<file path="config.mk">
export PLATFORM = sky130hd
export DESIGN_NAME = mcw_front
export DESIGN_NICKNAME = d
export VERILOG_FILES = /design/src/rtl/core/mcw_pkg.sv /design/src/rtl/core/mcw_front.sv
export SDC_FILE = /design/constraint.sdc
export NUM_CORES = 1
export LEC_CHECK = 0
export BUFFER_PORTS_ARGS = -buffer_cell sky130_fd_sc_hd__buf_2
export CORE_ASPECT_RATIO = 0.8
export CORE_MARGIN = 2
export CORE_UTILIZATION = 49
export DETAILED_ROUTE_END_ITERATION = 16
export PLACE_DENSITY = 0.85
export SYNTH_ARGS = -nofsm -noshare
export SYNTH_HDL_FRONTEND = slang
export SYNTH_SLANG_ARGS = --single-unit
</file>
<file path="constraint.sdc">
create_clock -name clk_i -period 1.89 [get_ports clk_i]
set_input_delay 0.2835 -clock clk_i [delete_from_list [all_inputs] [get_ports clk_i]]
set_output_delay 0.2835 -clock clk_i [all_outputs]
set_load 0.01 [all_outputs]
</file>
<file path="src/rtl/core/mcw_pkg.sv">
`timescale 1ns / 1ps
`default_nettype none
// ----------------------------------------------------------------------------
// Minimum covering window: shared package
// Default sizes, field widths and the transaction format that passes from
// the front end to the back end through the command queue.
// ----------------------------------------------------------------------------
package mcw_pkg;

  localparam int MAX_TEXT = 4096;
  localparam int ALPHABET = 256;
  localparam int SYM_W = 8;
  localparam int NEED_W = 13;
  localparam int unsigned NEED_MAX = 8191;
  localparam int START_W = 12;
  localparam int LEN_W = 13;
  localparam int QDEPTH = 2;
  localparam int QPTR_W = 1;

  typedef enum logic {
    OP_PATTERN = 1'b0,
    OP_TEXT    = 1'b1
  } cmd_op_e;

  typedef struct packed {
    cmd_op_e          op;
    logic [SYM_W-1:0] sym;
    logic             last;
  } cmd_t;

endpackage
`default_nettype wire

</file>
<file path="src/rtl/core/mcw_front.sv">
`timescale 1ns / 1ps
`default_nettype none
// ----------------------------------------------------------------------------
// Minimum covering window: front end
// Accepts input transactions, folds the symbol into the alphabet, classifies
// the transaction and places it in a short command queue for the back end.
// ----------------------------------------------------------------------------
module mcw_front #(
  parameter int Alphabet = mcw_pkg::ALPHABET
) (
  input  wire logic                       clk_i,
  input  wire logic                       rst_ni,
  input  wire logic                       start,
  input  wire logic                       command_i,
  input  wire logic [mcw_pkg::SYM_W-1:0]  symbol_i,
  input  wire logic                       last_i,
  output logic                            busy,
  output logic                            cmd_valid_o,
  output mcw_pkg::cmd_t                   cmd_o,
  input  wire logic                       cmd_pop_i
);

  localparam int CntW = mcw_pkg::QPTR_W + 1;
  localparam int TabSize = 2 ** mcw_pkg::SYM_W;

  logic [mcw_pkg::SYM_W-1:0] fold_tab [TabSize];

  for (genvar g = 0; g < TabSize; g++) begin : g_fold
    localparam int unsigned FoldVal = g % Alphabet;
    assign fold_tab[g] = mcw_pkg::SYM_W'(FoldVal);
  end

  mcw_pkg::cmd_t             entry_q [mcw_pkg::QDEPTH];
  mcw_pkg::cmd_t             push_entry;
  logic [mcw_pkg::QPTR_W-1:0] wr_ptr_q, wr_ptr_d;
  logic [mcw_pkg::QPTR_W-1:0] rd_ptr_q, rd_ptr_d;
  logic [CntW-1:0]            cnt_q, cnt_d;
  logic                       push;
  logic                       pop;

  assign busy        = (cnt_q == CntW'(mcw_pkg::QDEPTH));
  assign push        = start && !busy;
  assign cmd_valid_o = (cnt_q != '0);
  assign pop         = cmd_pop_i && cmd_valid_o;
  assign cmd_o       = entry_q[rd_ptr_q];

  always_comb begin
    push_entry.op   = command_i ? mcw_pkg::OP_TEXT : mcw_pkg::OP_PATTERN;
    push_entry.sym  = fold_tab[symbol_i];
    push_entry.last = command_i && last_i;
  end

  always_comb begin
    wr_ptr_d = push ? wr_ptr_q + mcw_pkg::QPTR_W'(1) : wr_ptr_q;
    rd_ptr_d = pop ? rd_ptr_q + mcw_pkg::QPTR_W'(1) : rd_ptr_q;
    unique case ({push, pop})
      2'b10:   cnt_d = cnt_q + CntW'(1);
      2'b01:   cnt_d = cnt_q - CntW'(1);
      default: cnt_d = cnt_q;
    endcase
  end

  always_ff @(posedge clk_i or negedge rst_ni) begin
    if (!rst_ni) begin
      wr_ptr_q <= '0;
      rd_ptr_q <= '0;
      cnt_q    <= '0;
    end else begin
      wr_ptr_q <= wr_ptr_d;
      rd_ptr_q <= rd_ptr_d;
      cnt_q    <= cnt_d;
    end
  end

  always_ff @(posedge clk_i) begin
    if (push) begin
      entry_q[wr_ptr_q] <= push_entry;
    end
  end

endmodule
`default_nettype wire

</file>
Yosys cells after proc, flatten, opt, wreduce, memory -nomap -nowiden
Memories as Yosys holds them, arrays and structs flattened.
Cells that the tools add are included.

cells by class
  bitwise operators = 1
  reductions and logical operators = 6
  multiplexer cells = 6
  equality and inequality tests = 3
  order comparisons = 1
  $add $sub $neg = 4

operator list
  operator             count
  $mux 8               2
  $ge 9x9->1 const B   1
  $not 8->9            1
  $eq 2x2->1 const B   2
  $pmux 2 s2           1
  $reduce_bool 2->1    2
  $logic_and 1x1->1    3
  $mux 1               3
  $add 1x1->1 const B  2
  $add 2x1->2 const B  1
  $eq 2x1->1 const B   1
  $sub 2x1->2 const B  1
  $logic_not 1->1      1

word-level totals
  RAM bits = 20
  bits of input ports = 14
  register bits after elaboration = 4
  word-level logic and storage cells = 26
  memories = 2
  memory bits (read-only) = 2048
  output and inout bits = 12

memory list
  name             words  width  read ports  clocked after memory_dff  write ports  RTL line         RTL
  (no name shown)  256    8      1           0                         0            mcw_front.sv:49  push_entry.sym = fold_tab[symbol_i];
  entry_q          2      10     1           0                         1            mcw_front.sv:33  mcw_pkg::cmd_t entry_q [mcw_pkg::QDEPTH];

Logic depth before layout (Yosys ltp)
Gate-level depths: netlist of the first run.

  depth after elaboration = 5
  mapped depth = 6
  mapped depth without buffers = 6

Worst setup path before layout of the first run
OpenSTA, ideal clock, no wires.

  path kind = flip-flop to flip-flop
  start point = reg cnt_q[0]
  end point = reg cnt_q[1]
  library setup time = 0.079 ns
  data required time = 1.811 ns
  cell stages (with the launch flop) = 6
  path buffers = 0
  arrival time = 1.397 ns
  path slack = 0.414 ns
  period minus slack after synthesis = 1.476 ns
  cell sequence = dfrtp_1 or2_1 and2_4 ha_1 nor2_1 xor2_1

on the way
  elaborated cells on any way between the ends = 11
  those cells by class = add/sub (2); eq/ne (3); mux (1); reduce/logical (5)

RTL lines
  item                                             RTL line         RTL
  from (decl)                                      mcw_front.sv:37  logic [CntW-1:0] cnt_q, cnt_d;
  from (signal assigned)                           mcw_front.sv:71  cnt_q <= cnt_d;
  $reduce_bool 2->1 *                              mcw_front.sv:43  assign cmd_valid_o = (cnt_q != '0);
  net cmd_valid_o                                  mcw_front.sv:18  output logic cmd_valid_o,
  $logic_and 1x1->1 *                              mcw_front.sv:44  assign pop = cmd_pop_i && cmd_valid_o;
  net pop                                          mcw_front.sv:39  logic pop;
  $eq 2x1->1 or $eq 2x2->1 (tied branches)         mcw_front.sv:56  unique case ({push, pop})
  $pmux 2 s2 or $reduce_bool 2->1 (tied branches)  --

The timed path passes the listed nets; every way through them passes the cells marked *.
A chain may end at the register's enable or synchronous reset.

==> results of run 1 <==
## per-layer routing
metal | up-vias | wire (microns)
li1 | 242 | -
met1 | 243 | 669
met2 | 17 | 766
met3 | 4 | 61
met4 | 0 | 39
met5 | - | 0
## worst max-delay path, cell delays in order (launching register included)
cell and delay [ps]:
dfrtp_1 650, mux2_2 400, buf_2 150
## sequential cells by signal, indices dropped and copies added, names as in the netlist
register	count
cnt_q	2
entry_q	20
wr_ptr_q	1
rd_ptr_q	1
## kinds of logic after synthesis
logic type,count (synthesis)
multiplexers,10
AND/OR/NAND/NOR,8
flip-flops,24
buffers and inverters,2
XOR/XNOR,5
adder cells (fa/ha/maj),1
## worst paths after layout
| kind | startpoint | to | slack, ps | cells after the start |
|---|---|---|---|---|
| worst max-delay path | rd_ptr_q | cmd_o[3] | 90 | 2 |
| worst min-delay path | symbol_i[4] | entry_q[0][5] | 150 | 1 |
| worst max register to register | cnt_q[0] | cnt_q[1] | 350 | 5 |
| worst min register to register | wr_ptr_q | wr_ptr_q | 510 | 1 |
| max in group asynchronous | rst_ni | cnt_q[1] | 1480 | 2 |
| min in group asynchronous | rst_ni | cnt_q[0] | 290 | 2 |
## area by class of cell
class	instances	area (sq um)
flip-flops and latches	24	701
fillers	147	694
multi-input cells	24	214
repair buffers	27	143
clock buffers	4	36.3
well taps	24	30.0
inverters	1	3.75
## report_power, final
group | total [uW] | switching, uW | leakage [uW] | internal, uW
sequential | 839 | 102 | 0.000233 | 736
clock | 266 | 148 | 0.0000210 | 118
combinational | 545 | 259 | 0.000203 | 286
## metrics by stage
stage	setup WS [ps]	std cells	cell area [sq um]	utilization [%]	hold WS [ps]
after global routing	20.5	104	1130	61.9	135
after detailed placement	369	99	1080	59.3	93.9
after global placement	458	99	1080	59.3	93.3
final	89.5	104	1130	61.9	152
after floorplan	414	50	923	-	-12.1
after CTS	72.5	104	1130	61.9	148
## what timing repair did
item	CTS	global route
setup buffers	0	0
endpoints found under the hold margin	4	0
hold buffers	1	0
## placed cells by master (no fill, tap or decap)
cell type and count:
and2_4 1, and2_1 1, xnor2_1 3, mux2_2 10, xor2_1 2, and3_1 1
dlygate4sd3_1 1, nor2_1 2, inv_1 1, clkbuf_8 1, dfrtp_1 4, nand2_1 1
edfxtp_1 20, buf_4 1, ha_1 1, or2_1 1, clkbuf_4 3, nand2b_1 1
buf_2 25
==> impl.org, run 1 <==
** Global routing
- The number of global-route vias before repair is 503.
- Met3 track utilization from global routing :: under 10%
- The first global-routing pass estimated 2410 microns of wire.
- Met2 GRT Util :: 25.8%
- Largest net degree at the start of global routing :: 14
- Across every metal layer, demand over resource in global routing totals 16.2%.
- The global routing stage identified its most utilized layer as met2.
- Summed over all layers, the global routing overflow is 0.
- Initial antenna violation count :: 0
- GR Layer Usage met1 :: ~20%

** Floorplan
- Area enclosed by the die boundary :: ~2200 sq um
- The floorplan step defined a core boundary enclosing 1820 sq um.
- Initial Util :: between 50% and 60%
- Placement Rows :: 14
- Die outline height :: 42.8 microns
- Die W :: about 53 microns
- 26 I/O pins were placed.

** Drt
- The routed layout has 506 vias.
- Residual DRC :: 0
- After detailed routing, the number of vias per cell comes to about 4.9.
- Initial DRC count :: 8
- The detail route stage leaves a number of antenna-violating nets equal to 0.
- Before antenna repair, the detailed router went through 4 iterations.
- The final layout contains routed wiring with a total length of ~1500 microns.
- Average detailed-routed wire length per instance :: 14.8 microns

** Synthesis
- The synthesized netlist occupies a cell area of 923 sq um.
- Of the post-synthesis cell area, the dominant cell type holds 65.0%.
- Syn_nets :: 65
- Ranking of synthesized cells by instance count :: edfxtp_1, mux2_2, dfrtp_1, xnor2_1
- After synthesis the netlist holds a flip-flop and latch count of 24.
- The portion of synthesized area spent on multiplexers is 12.2%.
- In the post-synthesis netlist, the biggest area contributors are edfxtp_1, mux2_2, dfrtp_1, xnor2_1, xor2_1.
- Synth cell types :: 15
- Cell type with the highest aggregate area in the netlist :: edfxtp_1
- Top-count cell post-synth :: edfxtp_1
- Most instantiated flip-flop cell in the synthesis netlist :: edfxtp_1
- Share of synthesized area occupied by flip-flops and latches :: 75.9%
- The synthesized netlist devotes 0% of its cell area to compound gates.
- Post-synthesis share of cell area spent on and, or, nand and nor gates :: approximately 4.9%
- Synthesized area per cell :: around 18 sq um
- Gate count after technology mapping :: 50
- Post-Synth XOR/XNOR Area :: 4.74%
- Of the total synthesized cell area, the portion taken by full adders, half adders and majority gates is about 1.4%.
- Combinational family with the most area after synthesis :: multiplexers
- EDFF count, synth :: 20
- Post-synth ARST share :: between 15 and 20%
- Ys Warns :: 0

** Timing
- In this run the tightest slew margin relative to its limit is 68.4%.
- Number of slew-limit violations in the final report :: 0
- Setup violations remaining at the end of the flow were counted as 0.
- The smallest clock period supported by the final layout is computed as about 1800 ps.
- Dividing the final minimum period by the clock period gives a little over nine tenths.
- Slew of the pin with the lowest slew margin :: 474 ps
- Final-layout setup total negative slack :: 0 ps
- Setup repair after global routing missed its margin :: no
- Between clock sinks in the finished design, the worst skew comes to around 1.2 ps.
- Hold Fails Final Rpt :: 0
- Derived from the worst setup path, the maximum achievable clock frequency is about 0.56 GHz.

** Final layout
- 0 antenna diodes ended up in the layout.
- Layout Nets :: 96
- Compared with the post-synthesis result, the final layout area differs by 22.1%.
- Fraction of final layout cells sized beyond drive strength 1 :: between 50 and 60%

** Worst setup path
- At the worst endpoint, the required time is ~1600 ps.
- Of all nets on the critical path, the largest fanout is 11.
- WS Path Type :: reg -> out
- STA classifies the critical path endpoint as an output port.
- STA classifies the critical path startpoint as a flop.
- Arrival time of the worst setup path :: 1520 ps

** Power and ir drop
- Overall Power :: roughly 1600 uW
- VDD IR-drop max :: ~0.86 mV
- Pwr Density :: around 1500 nW/um^2
- Pleak :: 0.000456 uW

** CTS
- Number of H-tree levels :: 1
- Cell at the root of the clock tree :: clkbuf_4
- Clock latency on the worst-skew pair, taken at its later pin, is between 300 and 400 ps.
- After clock tree synthesis, the clock-pin slew on the worst setup and hold paths is 120 ps.
- Clock tree from TritonCTS :: done
- Number of CTS-inserted buffers :: 3
- Max Buffers Root-to-Sink :: 2
- Post-CTS resize count :: 0
- Number of sinks handled by clock tree synthesis :: 24

** Run
- Max Cap Viol :: 0

** Placement
- Port buffer count :: 25
- Routability Congestion :: approximately 0.71

** Outcome
- The flow ran to the end, and the final reports show no timing, DRC or antenna violations.

** Hold path
- The path class of the tightest hold or removal check is in -> reg.
No activity file was read; power rests on OpenSTA's default activity.
==> inputs of run 2 (changes only) <==
--- a/config.mk
+++ b/config.mk
@@ -5,10 +5,11 @@
 export SDC_FILE = /design/constraint.sdc
 export NUM_CORES = 1
 export LEC_CHECK = 0
-export BUFFER_PORTS_ARGS = -buffer_cell sky130_fd_sc_hd__buf_2
+export BUFFER_PORTS_ARGS = -buffer_cell sky130_fd_sc_hd__buf_4
 export CORE_ASPECT_RATIO = 0.8
 export CORE_MARGIN = 2
 export CORE_UTILIZATION = 49
+export CTS_CLUSTER_DIAMETER = 120
 export DETAILED_ROUTE_END_ITERATION = 16
 export PLACE_DENSITY = 0.85
 export SYNTH_ARGS = -nofsm -noshare
==> impl.org, run 2 (same netlist as run 1, synthesis figures left out) <==
** Global routing
- GR Overflow Total :: 0
- Number of global-route vias before repair :: 528
- Entering global routing, the biggest net connects 14 pins.
- Global-route total usage across every layer :: 14.8%
- The first global-routing pass estimated about 2300 microns of wire.
- Initial antenna violation count :: 0

** Run
- Max Cap Viol :: 0

** Hold path
- For hold timing, the worst endpoint is entry_q[1][4].
- Along the worst hold path, the cell count comes to 1.
- In this run the most critical hold path is launched from symbol_i[3].
- The path class of the tightest hold or removal check is in -> reg.

** Placement
- Cell area reported after detailed placement :: ~1100 sq um
- Port buffer count :: 25
- OpenSTA, run right after detailed placement, puts the worst setup slack at roughly 360 ps.
- HPWL reported at the end of detailed placement :: around 970 microns
- Routability Congestion :: 0.732

** Drt
- Post-detailed-route via-to-cell ratio :: 4.79
- Dividing the detail-routed wire length by the instance count gives roughly 13 microns.
- Initial DRC count :: 5
- For this block, the routed nets add up to around 1400 microns of wire.
- Residual DRC :: 0
- First-pass detailed-route iteration total :: 3
- Number of vias in the routed layout :: between 400 and 500
- Antenna-violating nets left :: 0

** Timing
- Setup violations remaining at the end of the flow were counted as 0.
- Maximum achievable frequency :: around 0.56 GHz
- For the final database, setup skew stands at about 11 ps.
- Final Worst Setup Slack :: between 100 and 150 ps
- At the pin with the least slew margin, the transition time is 468 ps.
- Final hold analysis gives a worst-case slack of 154 ps.
- Subtracting the final worst setup slack from the clock period gives 1770 ps.
- Number of slew-limit violations in the final report :: 0
- Summed over all failing endpoints, the final setup total negative slack is 0 ps.
- Measured against its own limit, the worst slew margin works out to just under 70%.
- Fin crit share :: between 90% and 100%
- Setup repair after global routing left no endpoint under its margin.
- Hold Fails Final Rpt :: 0

** Worst setup path
- Arrival time of the worst setup path :: around 1500 ps
- Worst-case register-to-register setup slack :: around 370 ps
- Cells traversed along the worst timing path :: mux2_2, buf_4
- For the worst flop-to-flop path, the logic depth is 5.
- WS Path Type :: reg -> out
- Critical Path Start Type :: flop
- Data required time at the worst endpoint :: 1610 ps
- The worst register-to-register path begins at cnt_q[0].
- Highest fanout seen on the critical path :: 11
- Worst stage delay on the critical path :: about 650 ps
- Worst reg2reg endpoint :: cnt_q[1]
- Cell with the largest stage delay on the worst path :: dfrtp_1
- Kind of end point of the critical path :: output port

** Final layout
- In the final layout, the registers with the most flip-flops are entry_q (20), cnt_q (2).
- The register with the most flip-flops in the layout has 20 of them.
- Area growth syn-to-layout :: 27.8%
- Non-Filler Cell Area, Final :: about 1200 sq um
- The repair_antennas step left the layout with diodes totalling 0.
- Fraction of final layout cells sized beyond drive strength 1 :: 50.0%
- Layout Nets :: between 90 and 100
- Highest-count cells in the layout ignoring fill and taps :: buf_4, edfxtp_1, mux2_2, dfrtp_1
- Leaving out fill and tap cells, the most frequent cell in the layout is buf_4.
- entry_q holds more flip-flops than any other register.

** CTS
- CTS built an H-tree with a depth of 1.
- Clock tree synthesis found a total of 24 sinks.
- Number of CTS-inserted buffers :: 3
- Max Buffers Root-to-Sink :: 2
- Clk_lat worst skew :: ~300 ps
- The tree is rooted in a clkbuf_4.
- TritonCTS built the clock tree.
- Post-CTS setup buffer count :: 0
- Clock slew at the register clock pins of the worst setup and hold paths :: around 130 ps

** Floorplan
- Die W :: approximately 53 microns
- The die covers approximately 2200 sq um.
- In this run the standard cell core region covers around 1800 sq um.
- Initial Util :: ~51%
- From bottom edge to top edge, the die measures approximately 43 microns.
- # IOs :: 26
- The floorplan has 14 rows.

** Power and ir drop
- VDD IR-drop max :: slightly below 0.8 mV
- Power comes to ~1700 uW.
- Power spread over the standard cell area amounts to between 1000 and 1500 nW/um^2.
- For this design the static power due to leakage is 0.000472 uW.

** Outcome
- Run status :: complete, no violations
==> run 2: repair_timing <==
| item | 4_1_cts | 5_1_grt |
|---|---|---|
| gates resized for setup | 0 | 0 |
| hold buffers | 1 | 0 |
| setup endpoints to repair | 0 | 0 |
| endpoints found under the hold margin | 4 | 0 |
==> run 2: worst max-delay path by stage <==
stage | startpoint | end | cells past startpoint
4_1_cts | rd_ptr_q | cmd_o[0] | 2
6_report | rd_ptr_q | cmd_o[0] | 2
5_1_grt | rd_ptr_q | cmd_o[7] | 2
3_5_place_dp | cnt_q[0] | cnt_q[1] | 5
2_1_floorplan | cnt_q[0] | cnt_q[1] | 5
3_3_place_gp | rd_ptr_q | cmd_o[0] | 2
==> run 2: critical path: cells and delay by family (launching register included) <==
kind	cells	cell delay, ps
flip-flops	1	650
buffers and inverters	1	140
multiplexers	1	400
==> run 2: power by group <==
group | internal [uW] | switching [uW]
combinational | 354 | 262
sequential | 736 | 96.0
clock | 76.9 | 138
total | 1170 | 496
==> run 2: final cells by class <==
class / count / area, sq um
clock buffer: 3 / 22.5
clock inverter: 1 / 3.75
fill: 139 / 642
inverter: 1 / 3.75
multi-input combinational: 24 / 214
sequential: 24 / 701
tap: 24 / 30.0
timing repair buffer: 27 / 205
==> run 2: metrics by stage <==
step	util [%]	instances
after floorplan	-	50
after global routing	64.8	104
after detailed placement	62.8	99
final	64.8	104
after global placement	62.8	99
after CTS	64.8	104
==> run 2: per-layer routing <==
layer	global-route usage, %	part of all wire (%)	up-vias
met5	0	0	-
met4	6.15	1.0	0
met3	5.28	4.1	2
met2	23.8	50	13
met1	18.2	45	241
li1	-	-	242
==> inputs of run 3 (changes only) <==
--- a/config.mk
+++ b/config.mk
@@ -11,7 +11,7 @@
 export CORE_UTILIZATION = 49
 export CTS_CLUSTER_DIAMETER = 120
 export DETAILED_ROUTE_END_ITERATION = 16
-export PLACE_DENSITY = 0.85
+export PLACE_DENSITY = 0.76
 export SYNTH_ARGS = -nofsm -noshare
 export SYNTH_HDL_FRONTEND = slang
 export SYNTH_SLANG_ARGS = --single-unit
==> impl.org, run 3 (same netlist as run 1, synthesis figures left out) <==
** CTS
- Cell at the root of the clock tree :: clkbuf_4
- Post-CTS resize count :: 0
- Number of H-tree levels :: 1
- After clock tree synthesis, the flow added hold-fix buffers numbering 1.
- TritonCTS created 3 clock buffers.
- Clock-pin slew was measured on the worst setup and hold paths at 130 ps.
- In this run the post-CTS setup repair buffer count came out at 0.
- In this run the deepest clock path goes through 2 buffers.
- Number of sinks handled by clock tree synthesis :: 24
- Clk_lat worst skew :: just over 300 ps
- Clock tree from TritonCTS :: done

** Power and ir drop
- Pleak :: 0.000472 uW
- Overall Power :: around 1700 uW
- The share of total power dissipated in the clock network is a little over an eighth.
- Pwr Density :: 1420 nW/um^2
- Across the VDD grid, the largest voltage drop is a little under 0.9 mV.
- The share of total power dissipated in sequential elements is between 40% and 50%.
- Internal power comes to around 1200 uW.
- Per report_power, the combinational group accounts for approximately 37% of the total.
- Net switching is 29.9% of the power.
- The analysis attributes to net switching a power of roughly 500 uW.

** Final layout
- Number of flip-flops in the largest register :: 20
- Most frequent standard cell in the layout excluding fill and tap cells :: buf_4
- Layout Nets :: 96
- The largest registers in the layout are entry_q (20), cnt_q (2).
- Counting flops per register, the top entry is entry_q.
- Once layout is complete, the utilization of the core stands at about 65%.
- Area growth syn-to-layout :: 27.8%
- 0 antenna diodes ended up in the layout.
- Fill cell total of the finished layout :: 142
- Cells with a size suffix above 1 make up 50.0% of the layout.
- In the layout the commonest cells are buf_4, edfxtp_1, mux2_2, dfrtp_1.

** Floorplan
- Initial Util :: about half
- The floorplan has 14 rows.
- In this run the count of I/O pins placed on the die edge is 26.
- The die is ~53 microns wide.
- The floorplan step defined a die boundary enclosing between 2000 and 2500 sq um.
- In this run the vertical extent of the chip is roughly 43 microns.
- Placeable core region :: roughly 1800 sq um

** Worst setup path
- The critical path is of the reg -> out type.
- In this run the worst path has a maximum fanout of 11.
- The worst setup path is launched from a flop.
- Kind of end point of the critical path :: output port
- At the worst endpoint, the arrival time is ~1500 ps.
- Data on the critical path is required at its endpoint by roughly 1600 ps.

** Timing
- Setup violations remaining at the end of the flow were counted as 0.
- For the finished layout, the period the worst path requires is around 1800 ps.
- Maximum achievable frequency :: approximately 0.57 GHz
- Setup repair after global routing left no endpoint under its margin.
- Hold Fails Final Rpt :: 0
- The worst pin sits at a relative slew slack of between 60 and 70%.
- At the pin with the least slew margin, the transition time is between 400 and 500 ps.
- Clock skew on the completed layout was measured at ~11 ps.
- Setup slack on the critical path of the routed design comes to 126 ps.
- Number of slew-limit violations in the final report :: 0
- The worst path uses between 90 and 100% of the clock period.
- Summed over all failing endpoints, the final setup total negative slack is 0 ps.
- Hold is met by 140 ps.

** Drt
- Before antenna repair, the detailed router went through 4 iterations.
- After detailed routing, the number of remaining DRC violations is 0.
- Routed wire length :: between 1000 and 1500 microns
- Antenna-violating nets left :: 0
- In the routed layout, each cell is associated on average with a via count of between 4 and 5.
- Initial DRC count :: 3
- Number of vias in the routed layout :: roughly 500
- After detailed routing, the average wire length per cell comes to 13.3 microns.

** Global routing
- Global-route total usage across every layer :: 15.2%
- The total overflow left after global routing is 0.
- The number of global-route vias before repair came to approximately 540.
- Initial antenna violation count :: 0
- Wire length of the first global-routing pass :: approximately 2300 microns
- Entering global routing, the biggest net connects 14 pins.

** Run
- The tool flagged a number of max-cap violations equal to 0.

** Placement
- At the end of routability-driven placement, the weighted congestion stood at between 0.7 and 0.8.
- Port buffer count :: 25
- OpenSTA, run right after detailed placement, puts the worst setup slack at between 300 and 400 ps.

** Hold path
- Tightest Hold Check Type :: in -> reg

** Outcome
- The run finished with clean final reports.
## run 3: cell count changes in the layout (fill, tap and decap cells not counted)
cell      previous run  this run
clkinv_1             1         0
clkbuf_1             0         1
## run 3: critical path, cell delays in order, from the launching register on
cell,delay [ps]
dfrtp_1,640
mux2_2,390
buf_4,140
## run 3: power by group through the flow
stage | Sequential [uW] | Clock, uW | Combinational, uW
6_report | 832 | 227 | 613
5_1_grt | 853 | 249 | 668
4_1_cts | 834 | 226 | 624
3_5_place_dp | 846 | 0 | 623
3_3_place_gp | 840 | 0 | 606
2_1_floorplan | 791 | 0 | 406
## run 3: layout make-up
cell class	instances	area (sq um)	area share [%]
Clock buffer	4	26.3	2.23
Inverter	1	3.75	0.318
Multi-Input combinational cell	24	214	18.1
Sequential cell	24	701	59.4
Tap cell	24	30.0	2.55
Timing Repair Buffer	27	205	17.4
## run 3: path summary, 6_finish.rpt
| check | startpoint | end | slack [ps] | cells past startpoint |
|---|---|---|---|---|
| worst max-delay path | rd_ptr_q | cmd_o[0] | 130 | 2 |
| worst min-delay path | symbol_i[4] | entry_q[1][5] | 140 | 1 |
| worst max register to register | cnt_q[0] | cnt_q[1] | 370 | 5 |
| worst min register to register | cnt_q[1] | cnt_q[1] | 500 | 1 |
| max in group asynchronous | rst_ni | rd_ptr_q | 1500 | 2 |
| min in group asynchronous | rst_ni | cnt_q[0] | 290 | 2 |
## run 3: per-stage QoR
step	cell area [sq um]	std cells
floorplan	923	50
global placement	1140	99
detailed placement	1140	99
CTS	1180	104
global route	1180	104
finish	1180	104
## run 3: layer usage
metal  share of wire [%]  routed length (microns)  GRT usage, %
met5                   0                        0             0
met2                  50                      691          24.5
met4                 2.7                       38          9.23
met1                  43                      590          18.0
met3                 4.8                       66          4.23
